===== src/sv/twm_pkg.sv =====
package twm_pkg;

  localparam int unsigned MaxLenDefault = 128;
  localparam int unsigned ChW = 8;

  localparam logic [ChW-1:0] ChHash   = 8'h23;
  localparam logic [ChW-1:0] ChPlus   = 8'h2B;
  localparam logic [ChW-1:0] ChDollar = 8'h24;
  localparam logic [ChW-1:0] ChSlash  = 8'h2F;

  typedef enum logic [1:0] {
    TS_LOAD,
    TS_WALK,
    TS_OUT
  } top_state_e;

  typedef enum logic [1:0] {
    WK_IDLE,
    WK_RD,
    WK_EV
  } walk_state_e;

  typedef enum logic [2:0] {
    MD_EXACT,
    MD_HEAD,
    MD_SKIP,
    MD_PLUS,
    MD_CMP
  } walk_mode_e;

  // Walker start request.
  typedef struct packed {
    logic start;
    logic wild_a;
    logic wild_b;
  } twm_req_t;

  // Walker completion.
  typedef struct packed {
    logic done;
    logic match;
  } twm_res_t;

endpackage


===== src/sv/topic_wildcard_matcher.sv =====
// Character transactions are taken one per cycle while loading. The final character
// of the second topic starts a compare walk through both text memories, unless a topic
// overflowed; each character step is a registered memory read, then an evaluate. Input
// is held off until the result is loaded into the output register.
// Reset (asynchronous, active low) clears lengths, flags and control; text memories
// are not cleared, only characters below the current length are ever used.
module topic_wildcard_matcher #(
  parameter int unsigned MAX_LEN = twm_pkg::MaxLenDefault
) (
  input  logic       clk_i,
  input  logic       rst_ni,
  input  logic       s_axis_tvalid,
  output logic       s_axis_tready,
  input  logic [7:0] s_axis_tdata,   // ch[7:0]
  input  logic       s_axis_tuser,   // op
  input  logic       s_axis_tlast,   // last
  output logic       m_axis_tvalid,
  input  logic       m_axis_tready,
  output logic [7:0] m_axis_tdata    // match[0], overflow[1], zeros above
);

  localparam int unsigned Lw = $clog2(MAX_LEN);
  localparam logic [Lw-1:0] LenCap = Lw'(MAX_LEN - 1);

  twm_pkg::top_state_e state_q, state_d;
  logic [Lw-1:0] len_a_q, len_a_d, len_b_q, len_b_d;
  logic done_a_q, done_a_d, done_b_q, done_b_d;
  logic wild_a_q, wild_a_d, wild_b_q, wild_b_d;
  logic too_long_q, too_long_d;
  logic res_match_q, res_match_d, res_ovf_q, res_ovf_d;
  logic out_valid_q, out_valid_d, out_match_q, out_match_d, out_ovf_q, out_ovf_d;

  logic          accept, is_wild, store;
  logic [Lw-1:0] elen;
  logic [Lw-1:0] addr_a, addr_b;
  logic [7:0]    data_a, data_b;
  twm_pkg::twm_req_t req;
  twm_pkg::twm_res_t res;

  assign accept  = s_axis_tvalid && s_axis_tready;
  assign is_wild = (s_axis_tdata == twm_pkg::ChPlus) || (s_axis_tdata == twm_pkg::ChHash);
  assign elen    = s_axis_tuser ? (done_b_q ? '0 : len_b_q) : (done_a_q ? '0 : len_a_q);
  assign store   = accept && (elen < LenCap);

  twm_ram #(.Width(twm_pkg::ChW), .Depth(MAX_LEN)) u_ram_a (
    .clk_i   (clk_i),
    .we_i    (store && !s_axis_tuser),
    .waddr_i (elen),
    .wdata_i (s_axis_tdata),
    .raddr_i (addr_a),
    .rdata_o (data_a)
  );

  twm_ram #(.Width(twm_pkg::ChW), .Depth(MAX_LEN)) u_ram_b (
    .clk_i   (clk_i),
    .we_i    (store && s_axis_tuser),
    .waddr_i (elen),
    .wdata_i (s_axis_tdata),
    .raddr_i (addr_b),
    .rdata_o (data_b)
  );

  twm_walk #(.MaxLen(MAX_LEN)) u_walk (
    .clk_i    (clk_i),
    .rst_ni   (rst_ni),
    .req_i    (req),
    .len_a_i  (len_a_q),
    .len_b_i  (len_b_q),
    .data_a_i (data_a),
    .data_b_i (data_b),
    .addr_a_o (addr_a),
    .addr_b_o (addr_b),
    .res_o    (res)
  );

  always_ff @(posedge clk_i or negedge rst_ni) begin
    if (!rst_ni) begin
      state_q     <= twm_pkg::TS_LOAD;
      len_a_q     <= '0;
      len_b_q     <= '0;
      done_a_q    <= 1'b1;
      done_b_q    <= 1'b1;
      wild_a_q    <= 1'b0;
      wild_b_q    <= 1'b0;
      too_long_q  <= 1'b0;
      out_valid_q <= 1'b0;
    end else begin
      state_q     <= state_d;
      len_a_q     <= len_a_d;
      len_b_q     <= len_b_d;
      done_a_q    <= done_a_d;
      done_b_q    <= done_b_d;
      wild_a_q    <= wild_a_d;
      wild_b_q    <= wild_b_d;
      too_long_q  <= too_long_d;
      out_valid_q <= out_valid_d;
    end
  end

  always_ff @(posedge clk_i) begin
    res_match_q <= res_match_d;
    res_ovf_q   <= res_ovf_d;
    out_match_q <= out_match_d;
    out_ovf_q   <= out_ovf_d;
  end

  always_comb begin
    state_d     = state_q;
    len_a_d     = len_a_q;
    len_b_d     = len_b_q;
    done_a_d    = done_a_q;
    done_b_d    = done_b_q;
    wild_a_d    = wild_a_q;
    wild_b_d    = wild_b_q;
    too_long_d  = too_long_q;
    res_match_d = res_match_q;
    res_ovf_d   = res_ovf_q;
    out_valid_d = out_valid_q && !m_axis_tready;
    out_match_d = out_match_q;
    out_ovf_d   = out_ovf_q;
    req         = '0;
    s_axis_tready = 1'b0;
    case (state_q)
      twm_pkg::TS_LOAD: begin
        s_axis_tready = 1'b1;
        if (accept) begin
          if (s_axis_tuser) begin
            len_b_d  = store ? elen + 1'b1 : elen;
            wild_b_d = (done_b_q ? 1'b0 : wild_b_q) || (store && is_wild);
            done_b_d = s_axis_tlast;
          end else begin
            len_a_d  = store ? elen + 1'b1 : elen;
            wild_a_d = (done_a_q ? 1'b0 : wild_a_q) || (store && is_wild);
            done_a_d = s_axis_tlast;
          end
          if (!store) too_long_d = 1'b1;
          if (s_axis_tuser && s_axis_tlast) begin
            too_long_d = 1'b0;
            if (too_long_q || !store) begin
              res_match_d = 1'b0;
              res_ovf_d   = 1'b1;
              state_d     = twm_pkg::TS_OUT;
            end else begin
              state_d = twm_pkg::TS_WALK;
            end
          end
        end
      end
      twm_pkg::TS_WALK: begin
        req.start  = 1'b1;
        req.wild_a = wild_a_q;
        req.wild_b = wild_b_q;
        if (res.done) begin
          res_match_d = res.match;
          res_ovf_d   = 1'b0;
          state_d     = twm_pkg::TS_OUT;
        end
      end
      twm_pkg::TS_OUT: begin
        if (!out_valid_q || m_axis_tready) begin
          out_valid_d = 1'b1;
          out_match_d = res_match_q;
          out_ovf_d   = res_ovf_q;
          state_d     = twm_pkg::TS_LOAD;
        end
      end
      default: begin
        state_d = twm_pkg::TS_LOAD;
      end
    endcase
  end

  assign m_axis_tvalid = out_valid_q;
  assign m_axis_tdata  = {6'b0, out_ovf_q, out_match_q};

  assert property (@(posedge clk_i) disable iff (!rst_ni)
    m_axis_tvalid && m_axis_tdata[1] |-> !m_axis_tdata[0])
    else $error("overflow result reports a match");
  assert property (@(posedge clk_i) disable iff (!rst_ni)
    state_q != twm_pkg::TS_LOAD |-> !s_axis_tready)
    else $error("input taken during compare");
  assert property (@(posedge clk_i) disable iff (!rst_ni)
    (len_a_q <= LenCap) && (len_b_q <= LenCap))
    else $error("topic length beyond capacity");
  assert property (@(posedge clk_i) disable iff (!rst_ni)
    accept && s_axis_tuser && s_axis_tlast |=> !too_long_q)
    else $error("overflow flag not cleared after result");

endmodule


===== src/sv/twm_ram.sv =====
module twm_ram #(
  parameter int unsigned Width = 8,
  parameter int unsigned Depth = 128
) (
  input  logic                     clk_i,
  input  logic                     we_i,
  input  logic [$clog2(Depth)-1:0] waddr_i,
  input  logic [Width-1:0]         wdata_i,
  input  logic [$clog2(Depth)-1:0] raddr_i,
  output logic [Width-1:0]         rdata_o
);

  logic [Width-1:0] mem_q [Depth];
  logic [Width-1:0] rdata_q;

  always_ff @(posedge clk_i) begin
    if (we_i) begin
      mem_q[waddr_i] <= wdata_i;
    end
    rdata_q <= mem_q[raddr_i];
  end

  assign rdata_o = rdata_q;

endmodule


===== src/sv/twm_walk.sv =====
module twm_walk #(
  parameter int unsigned MaxLen = twm_pkg::MaxLenDefault,
  localparam int unsigned Lw = $clog2(MaxLen)
) (
  input  logic                         clk_i,
  input  logic                         rst_ni,
  input  twm_pkg::twm_req_t            req_i,
  input  logic [Lw-1:0]                len_a_i,
  input  logic [Lw-1:0]                len_b_i,
  input  logic [twm_pkg::ChW-1:0]      data_a_i,
  input  logic [twm_pkg::ChW-1:0]      data_b_i,
  output logic [Lw-1:0]                addr_a_o,
  output logic [Lw-1:0]                addr_b_o,
  output twm_pkg::twm_res_t            res_o
);

  twm_pkg::walk_state_e state_q, state_d;
  twm_pkg::walk_mode_e  mode_q, mode_d;
  logic [Lw-1:0] pa_q, pa_d, pb_q, pb_d;

  logic ea, eb, sa, sb, hash_a, hash_b;

  always_ff @(posedge clk_i or negedge rst_ni) begin
    if (!rst_ni) begin
      state_q <= twm_pkg::WK_IDLE;
      mode_q  <= twm_pkg::MD_EXACT;
      pa_q    <= '0;
      pb_q    <= '0;
    end else begin
      state_q <= state_d;
      mode_q  <= mode_d;
      pa_q    <= pa_d;
      pb_q    <= pb_d;
    end
  end

  assign addr_a_o = pa_q;
  assign addr_b_o = pb_q;

  // A side that has run off its end reads as an end marker, never as a character.
  assign ea = (pa_q >= len_a_i);
  assign eb = (pb_q >= len_b_i);
  assign sa = !ea && (data_a_i == twm_pkg::ChSlash);
  assign sb = !eb && (data_b_i == twm_pkg::ChSlash);
  assign hash_a = !ea && (data_a_i == twm_pkg::ChHash);
  assign hash_b = !eb && (data_b_i == twm_pkg::ChHash);

  always_comb begin
    state_d   = state_q;
    mode_d    = mode_q;
    pa_d      = pa_q;
    pb_d      = pb_q;
    res_o     = '0;
    case (state_q)
      twm_pkg::WK_IDLE: begin
        if (req_i.start) begin
          pa_d = '0;
          pb_d = '0;
          if (req_i.wild_a && req_i.wild_b) begin
            res_o.done = 1'b1;
          end else if (!req_i.wild_a && !req_i.wild_b) begin
            if (len_a_i != len_b_i) begin
              res_o.done = 1'b1;
            end else begin
              mode_d  = twm_pkg::MD_EXACT;
              state_d = twm_pkg::WK_RD;
            end
          end else begin
            mode_d  = twm_pkg::MD_HEAD;
            state_d = twm_pkg::WK_RD;
          end
        end
      end
      twm_pkg::WK_RD: begin
        state_d = twm_pkg::WK_EV;
      end
      twm_pkg::WK_EV: begin
        state_d = twm_pkg::WK_RD;
        case (mode_q)
          twm_pkg::MD_EXACT: begin
            if (ea || eb) begin
              res_o.done  = 1'b1;
              res_o.match = ea && eb;
              state_d     = twm_pkg::WK_IDLE;
            end else if (data_a_i != data_b_i) begin
              res_o.done = 1'b1;
              state_d    = twm_pkg::WK_IDLE;
            end else begin
              pa_d = pa_q + 1'b1;
              pb_d = pb_q + 1'b1;
            end
          end
          twm_pkg::MD_HEAD: begin
            if (hash_a || hash_b) begin
              res_o.done  = 1'b1;
              res_o.match = !((!ea && data_a_i == twm_pkg::ChDollar) ||
                              (!eb && data_b_i == twm_pkg::ChDollar));
              state_d     = twm_pkg::WK_IDLE;
            end else begin
              mode_d  = twm_pkg::MD_SKIP;
              state_d = twm_pkg::WK_EV;
            end
          end
          twm_pkg::MD_SKIP: begin
            if (sa || sb) begin
              if (sa) pa_d = pa_q + 1'b1;
              if (sb) pb_d = pb_q + 1'b1;
            end else if (!ea && !eb && !hash_a && !hash_b) begin
              if (data_a_i == twm_pkg::ChPlus || data_b_i == twm_pkg::ChPlus) begin
                mode_d = twm_pkg::MD_PLUS;
              end else begin
                mode_d = twm_pkg::MD_CMP;
              end
              state_d = twm_pkg::WK_EV;
            end else begin
              res_o.done  = 1'b1;
              res_o.match = hash_a || hash_b || (ea && eb);
              state_d     = twm_pkg::WK_IDLE;
            end
          end
          twm_pkg::MD_PLUS: begin
            if (!ea && !sa) pa_d = pa_q + 1'b1;
            if (!eb && !sb) pb_d = pb_q + 1'b1;
            if ((ea || sa) && (eb || sb)) begin
              mode_d  = twm_pkg::MD_SKIP;
              state_d = twm_pkg::WK_EV;
            end
          end
          twm_pkg::MD_CMP: begin
            if ((ea || sa) && (eb || sb)) begin
              mode_d  = twm_pkg::MD_SKIP;
              state_d = twm_pkg::WK_EV;
            end else if ((ea || sa) || (eb || sb) || (data_a_i != data_b_i)) begin
              res_o.done = 1'b1;
              state_d    = twm_pkg::WK_IDLE;
            end else begin
              pa_d = pa_q + 1'b1;
              pb_d = pb_q + 1'b1;
            end
          end
          default: begin
            res_o.done = 1'b1;
            state_d    = twm_pkg::WK_IDLE;
          end
        endcase
      end
      default: begin
        state_d = twm_pkg::WK_IDLE;
      end
    endcase
  end

  assert property (@(posedge clk_i) disable iff (!rst_ni)
    res_o.match |-> res_o.done)
    else $error("match without done");
  assert property (@(posedge clk_i) disable iff (!rst_ni)
    state_q == twm_pkg::WK_RD |=> state_q == twm_pkg::WK_EV)
    else $error("read not followed by evaluate");
  assert property (@(posedge clk_i) disable iff (!rst_ni)
    state_q != twm_pkg::WK_IDLE |-> (pa_q <= len_a_i) && (pb_q <= len_b_i))
    else $error("walk pointer past topic end");

endmodule


===== config.mk =====
export PLATFORM = sky130hd
export DESIGN_NAME = topic_wildcard_matcher
export DESIGN_NICKNAME = d
export VERILOG_FILES = /design/src/sv/twm_pkg.sv /design/src/sv/topic_wildcard_matcher.sv /design/src/sv/twm_ram.sv /design/src/sv/twm_walk.sv
export SDC_FILE = /design/constraint.sdc
export NUM_CORES = 2
export LEC_CHECK = 0
export BUFFER_PORTS_ARGS = -buffer_cell sky130_fd_sc_hd__buf_2
export CORE_MARGIN = 2
export CORE_UTILIZATION = 30
export CTS_BUF_LIST = sky130_fd_sc_hd__clkbuf_2 sky130_fd_sc_hd__clkbuf_4 sky130_fd_sc_hd__clkbuf_8
export DETAILED_ROUTE_END_ITERATION = 8
export SKIP_CTS_REPAIR_TIMING = 1
export SLEW_MARGIN = 30
export SYNTH_ARGS = -nofsm -noshare
export SYNTH_HDL_FRONTEND = slang
export SYNTH_HIERARCHICAL = 1
export SYNTH_SLANG_ARGS = --single-unit

===== constraint.sdc =====
create_clock -name clk_i -period 3.2 [get_ports clk_i]
set_input_delay 0.64 -clock clk_i [delete_from_list [all_inputs] [get_ports clk_i]]
set_output_delay 0.64 -clock clk_i [all_outputs]
set_load 0.02 [all_outputs]

== Word level (Yosys, flattened, before mapping) ==
Memories as Yosys holds them, arrays and structs flattened. A register that Yosys moved wholly into a read port is not among the register bits.
Index checks and enable logic that the tools add are counted.

* Flip-flop bits (word level): 45
* Bits in latches: 0
* Memory bits (writable): 2048
* Memory bits (read-only): 0
* Input port bits: 14
* Output and inout port bits: 10
* Word-level logic and storage cells: 228
* Memories: 2

{| class="wikitable"
|+ Memory list
! memory !! words !! width !! read ports !! clocked after Yosys merged registers in !! wr ports !! line !! RTL
|-
| u_ram_a.mem_q || 128 || 8 || 1 || 1 || 1 || twm_ram.sv:13 || <nowiki>logic [Width-1:0] mem_q [Depth];</nowiki>
|-
| u_ram_b.mem_q || 128 || 8 || 1 || 1 || 1 || twm_ram.sv:13 ||
|}

* Add/sub/neg operators: 3
* $mul: 0
* Div/mod/pow operators: 0
* Order comparisons: 3
* Eq/ne operators: 44
* Shift operators: 0
* Mux-type cells: 92
* Bitwise gates (word level): 1
* Reduce and logical (&&, ||, !) cells: 66

{| class="wikitable"
|+ Operator list
! cell !! number
|-
| $mux W7 || 19
|-
| $eq A8 B6 Y1 const B || 10
|-
| $pmux W7 S4 || 2
|-
| $mux W2 || 18
|-
| $mux W1 || 31
|-
| $mux W3 || 10
|-
| $pmux W7 S2 || 2
|-
| $logic_and A1 B1 Y1 || 22
|-
| $add A7 B1 Y7 const B || 3
|-
| $ne A3 B2 Y1 const B || 7
|-
| $ne A3 B3 Y1 const B || 7
|-
| $reduce_and A10 Y1 || 2
|-
| $logic_or A1 B1 Y1 || 15
|-
| $ge A7 B7 Y1 || 2
|-
| $ne A2 B2 Y1 const B || 7
|-
| $logic_not A1 Y1 || 13
|-
| $pmux W2 S3 || 2
|-
| $reduce_and A3 Y1 || 4
|-
| $pmux W2 S5 || 1
|-
| $pmux W3 S3 || 1
|-
| $reduce_and A9 Y1 || 1
|-
| $ne A8 B8 Y1 || 1
|-
| $lt A7 B7 Y1 const B || 1
|-
| $ne A7 B7 Y1 || 1
|-
| 20 further kinds || 27
|}

== Longest topological paths before layout ==
* Word-level depth: 12
* Depth in mapped cells: 14
* Mapped depth without buffers: 13

== Cells and area by module ==
Netlist, hierarchy kept.

{| class="wikitable"
|+ By module, submodules not included
! module !! times used !! cells each !! area an instance (um2) !! seq. area each (um2)
|-
| twm_ram (u_ram_b) || 1 || 1635 || 39665.5 || 30909.6
|-
| twm_ram (u_ram_a) || 1 || 1635 || 39663.0 || 30909.6
|-
| twm_walk || 1 || 245 || 1958.1 || 475.5
|-
| topic_wildcard_matcher || 1 || 155 || 1546.5 || 673.1
|}

== Worst setup path before layout ==
OpenSTA, ideal clock, no wires.

* Path type: input to register
* Start: input s_axis_tuser
* End: memory u_ram_b.mem_q[30][0], enable pin
* Library setup time: 0.371 ns
* Arrival time: 2.806 ns
* Data required time: 2.829 ns
* Setup slack: 0.024 ns
* Cell stages on the path: 10
* Buffers on the path: 4
* Cell sequence: buf_6 -> buf_2 -> and3b_1 -> o22a_2 -> a31oi_1 -> clkbuf_1 -> nor2b_1 -> nand3_1 -> clkbuf_1 -> nor2_1

* Longest elaborated chain between the ends: 6

{| class="wikitable"
|+ Ends and longest elaborated chain
! element !! line !! RTL
|-
| start: declaration || topic_wildcard_matcher.sv:15 || <nowiki>input logic s_axis_tuser,</nowiki>
|-
| $mux W7 || topic_wildcard_matcher.sv:42 || <nowiki>assign elen = s_axis_tuser ? (done_b_q ? '0 : len_b_q) : (done_a_q ? '0 : len_a_q);</nowiki>
|-
| $lt A7 B7 Y1 || topic_wildcard_matcher.sv:43 || <nowiki>assign store = accept && (elen < LenCap);</nowiki>
|-
| $logic_and A1 B1 Y1 || topic_wildcard_matcher.sv:43 ||
|-
| $logic_and A1 B1 Y1 || topic_wildcard_matcher.sv:56 || <nowiki>.we_i (store && s_axis_tuser),</nowiki>
|-
| $mux W1 || twm_ram.sv:17 || <nowiki>if (we_i) begin</nowiki>
|-
| $mux W1 (implied by the code) || twm_ram.sv:18 || <nowiki>mem_q[waddr_i] <= wdata_i;</nowiki>
|-
| end: declaration || twm_ram.sv:13 ||
|}

Parallel ways exist; a longest one is shown, timed or not.

==> summary.md <==
| Metric | Value |
|---|---|
| Nets | 4331 |
| Synthesized area | 82830 um^2 |
| Crit-path max cell delay | 0.57 ns |
| Clock skew | 0.07341 ns |
| Slowest CP cell | mux4_2 |
| Required @ worst endpoint | 4.12 ns |
| Min-delay src | s_axis_tvalid |
| Final Hold Vio Count | 0 |
| Top FF cell, synth | edfxtp_1 |
| Number of global-route vias before repair | 41.60k |
| Reg-to-reg startpoint | u_walk/addr_b_o[0] |
| CTS root buf | clkbuf_8 |
| Ranking of synthesized cells by area | edfxtp_1, mux4_2, nor2_1 |
| Max clock buf depth | 4 |
| Pwr Total | 61680 uW |
| Reg clk slew, reported paths | 0.06 ns |
| Largest net degree at the start of global routing | 137 |
| Post-synth EDFFs | 2052 |
| ANT nets after route | 0 |
| Top cell type's share of synthesized area | 74.39% |
| Die ar. | 280300 um^2 |
| Seq cells post-synth | 2109 |
| Clk sinks | 2109 |
| Max Freq | 316.8 MHz |
| RSZ-0062 raised after global routing | yes |
| Initial antenna violation count | 4 |
| Critical Path Source | u_walk/addr_b_o[0] |
| Crit-path leading delay family | multiplexers |
| Actual slew at the worst max-slew pin | 0.9781 ns |
| Multi-input logic area | 19030 um^2 |
| Setup CP Type | register to register |
| Placed insts | 7628 |
| Fin crit share | 98.66% |
| GPL Wtd Cong | 0.8186 |
| Top Ports | 24 |
| Crit path time final | 3.157 ns |
| Synth-to-layout area growth | 18.11% |
| Comb pwr share | 13.5% |
| Rows | 192 |
| Post-Route WL | 198000 um |
| Htree depth | 5 |
| Synth warn | 6 |
| Cells after Synth | 3670 |
| Initial drt markers | 4021 |
| DR WL/cell | 24.04 um |
| Final setup vio count | 0 |
| CTS buffer count | 345 |
| Most frequent CP cell | mux4_2 |
| Synth area leader | edfxtp_1 |
| Mean Syn Cell Area | 22.57 um^2 |
| Finished Layout Cells | 8236 |
| Core ar. | 274100 um^2 |
| Max cap viols | 0 |
| Chip width | 529.5 um |
| Sequential cell area | 63000 um^2 |
| Slew HR | 34.56% |
| Hold Crit Class | input pin to register |
| Startpoint types | register |
| Sw Ratio | 24.14% |
| Setup crit end kind | register |
| Pint | 46790 uW |
| Total iterations of the first detailed-routing run | 6 |
| Status | finished, final reports clean |
| Vias per cell | 4.895 |
| Unique masters post-synth | 81 |
| Worst VDD drop | 0.5152 mV |
| Worst-path maximum fanout | 16 |
| Clock Latency Late Sink | 1.05 ns |
| CP Cell Sequence | buf_12 -> buf_16 -> buf_16 -> mux4_2 -> mux4_2 -> mux4_2 -> mux2_2 |
| DP HPWL | 123400 um |
| Starting density of the core | 30.22% |
| P_leak | 0.02974 uW |
| Synth top cells by count | edfxtp_1, mux4_2, nor2_1 |
| P_sw | 14890 uW |
| Clock share of power | 36.4% |
| Count leader, synth | edfxtp_1 |
| First-pass GRT wire length | 290100 um |
| Die Y | 529.5 um |
| Register area share after synthesis | 76.02% |
| Asr flop ratio synth | 1.944% |
| Buf+Inv Stages, Crit Path | 3 |
| Slew Limit Fails | 0 |
| DRC | 0 |
| Critical path arrival | 4.08 ns |
| CTS tree | done |
| Seq pwr share | 50.1% |
| All-Layer GR Usage | 13.97% |
| Power Density | 630.5 nW/um^2 |
| Setup TNS | 0 ns |
| FILL cells | 25.00k |
| Port Buffers | 17 |
| Share of layout cells above drive strength 1 | 39.03% |
| Via count | 40.31k |
| Gr ovfl total | 0 |
==> power groups by stage <==
stage / logic [uW] / clock network (uW) / registers [uW]
6_report: 8340 / 22400 / 30900
5_1_grt: 8900 / 24200 / 30900
4_1_cts: 8270 / 23000 / 30900
3_5_place_dp: 8250 / 0 / 31500
3_3_place_gp: 8200 / 0 / 31500
2_1_floorplan: 5150 / 0 / 31300
==> cell families after synthesis <==
logic type,Yosys count,share of synthesized area [%]
AO/OA/AOI/OAI,112,0.9773
XOR/XNOR,17,0.1798
adder cells (fa/ha/maj),17,0.2568
buffers and inverters,226,1.245
flip-flops,2109,76.02
multiplexers,689,18.50
other,1,0.004527
AND/OR/NAND/NOR,499,2.819
==> cell usage in the layout, fill, tap and decap left out, types with 19 or more instances in the layout <==
master    synthesis  final
dfrtp_1          39     31
nor2_1          268    230
nand3_1          35     34
buf_4            30    381
edfxtp_1       2052   2052
mux4_2          672    672
a21oi_1          27     25
clkinv_2          0     37
nand2_1          71     69
nor2b_1          19     19
clkbuf_4          0    119
buf_12            0     69
nor2_2            0     38
clkbuf_8          0    357
clkinv_1          0     61
inv_1            22     22
==> stage by stage <==
| stage | instance area (um^2) | utilization, % | hold WS [ns] | worst slack (ns) |
|---|---|---|---|---|
| floorplan | 82850 | - | 0.3444 | 0.02370 |
| global placement | 91010 | 33.20 | 0.4200 | -0.2772 |
| detailed placement | 91020 | 33.21 | 0.4119 | -0.2645 |
| CTS | 97500 | 35.57 | -0.3717 | -0.1279 |
| global route | 97830 | 35.69 | 0.01305 | -0.09094 |
| finish | 97830 | 35.69 | 0.07708 | 0.04299 |
==> flip-flops by register name, indices dropped and copies added (netlist names), 7 cells and up <==
register and flops:
u_ram_a/mem_q 1024, len_b_q 7, len_a_q 7, u_walk/addr_b_o 7
u_ram_a/rdata_o 8, u_ram_b/mem_q 1024, u_walk/addr_a_o 7, u_ram_b/rdata_o 8
==> path summary, 6_finish.rpt <==
check                                      to  slack [ns]  cells after the start
setup / recovery           u_ram_b/rdata_o[6]        0.04                      7
hold / removal                       done_a_q        0.08                      4
setup reg to reg           u_ram_b/rdata_o[6]        0.04                      7
hold reg to reg                     out_ovf_q        0.42                      0
max in group asynchronous            done_a_q        2.18                      3
min in group asynchronous       m_axis_tvalid        0.26                      2
==> worst reg2reg max path, delay by kind of cell (launching register included) <==
kind	cells	cell delay [ns]
DFF	1	0.43
muxes	4	1.97
buffers and inverters	3	0.63
==> layer usage <==
metal	share of wire [%]	global-route usage [%]
met1	43	19.38
met2	49	22.74
met3	6.4	2.618
met4	1.7	3.201
met5	0	0
==> area by class of cell <==
type / instances / area share, %
antenna: 5 / 0.01279
clock buffer: 476 / 5.936
clock inverter: 116 / 0.6804
inverter: 22 / 0.08441
multi-input combinational: 1340 / 19.45
sequential: 2109 / 64.39
tap: 3686 / 4.714
timing repair buffer: 482 / 4.731
Note: power is estimated with default switching activity, not from simulation.
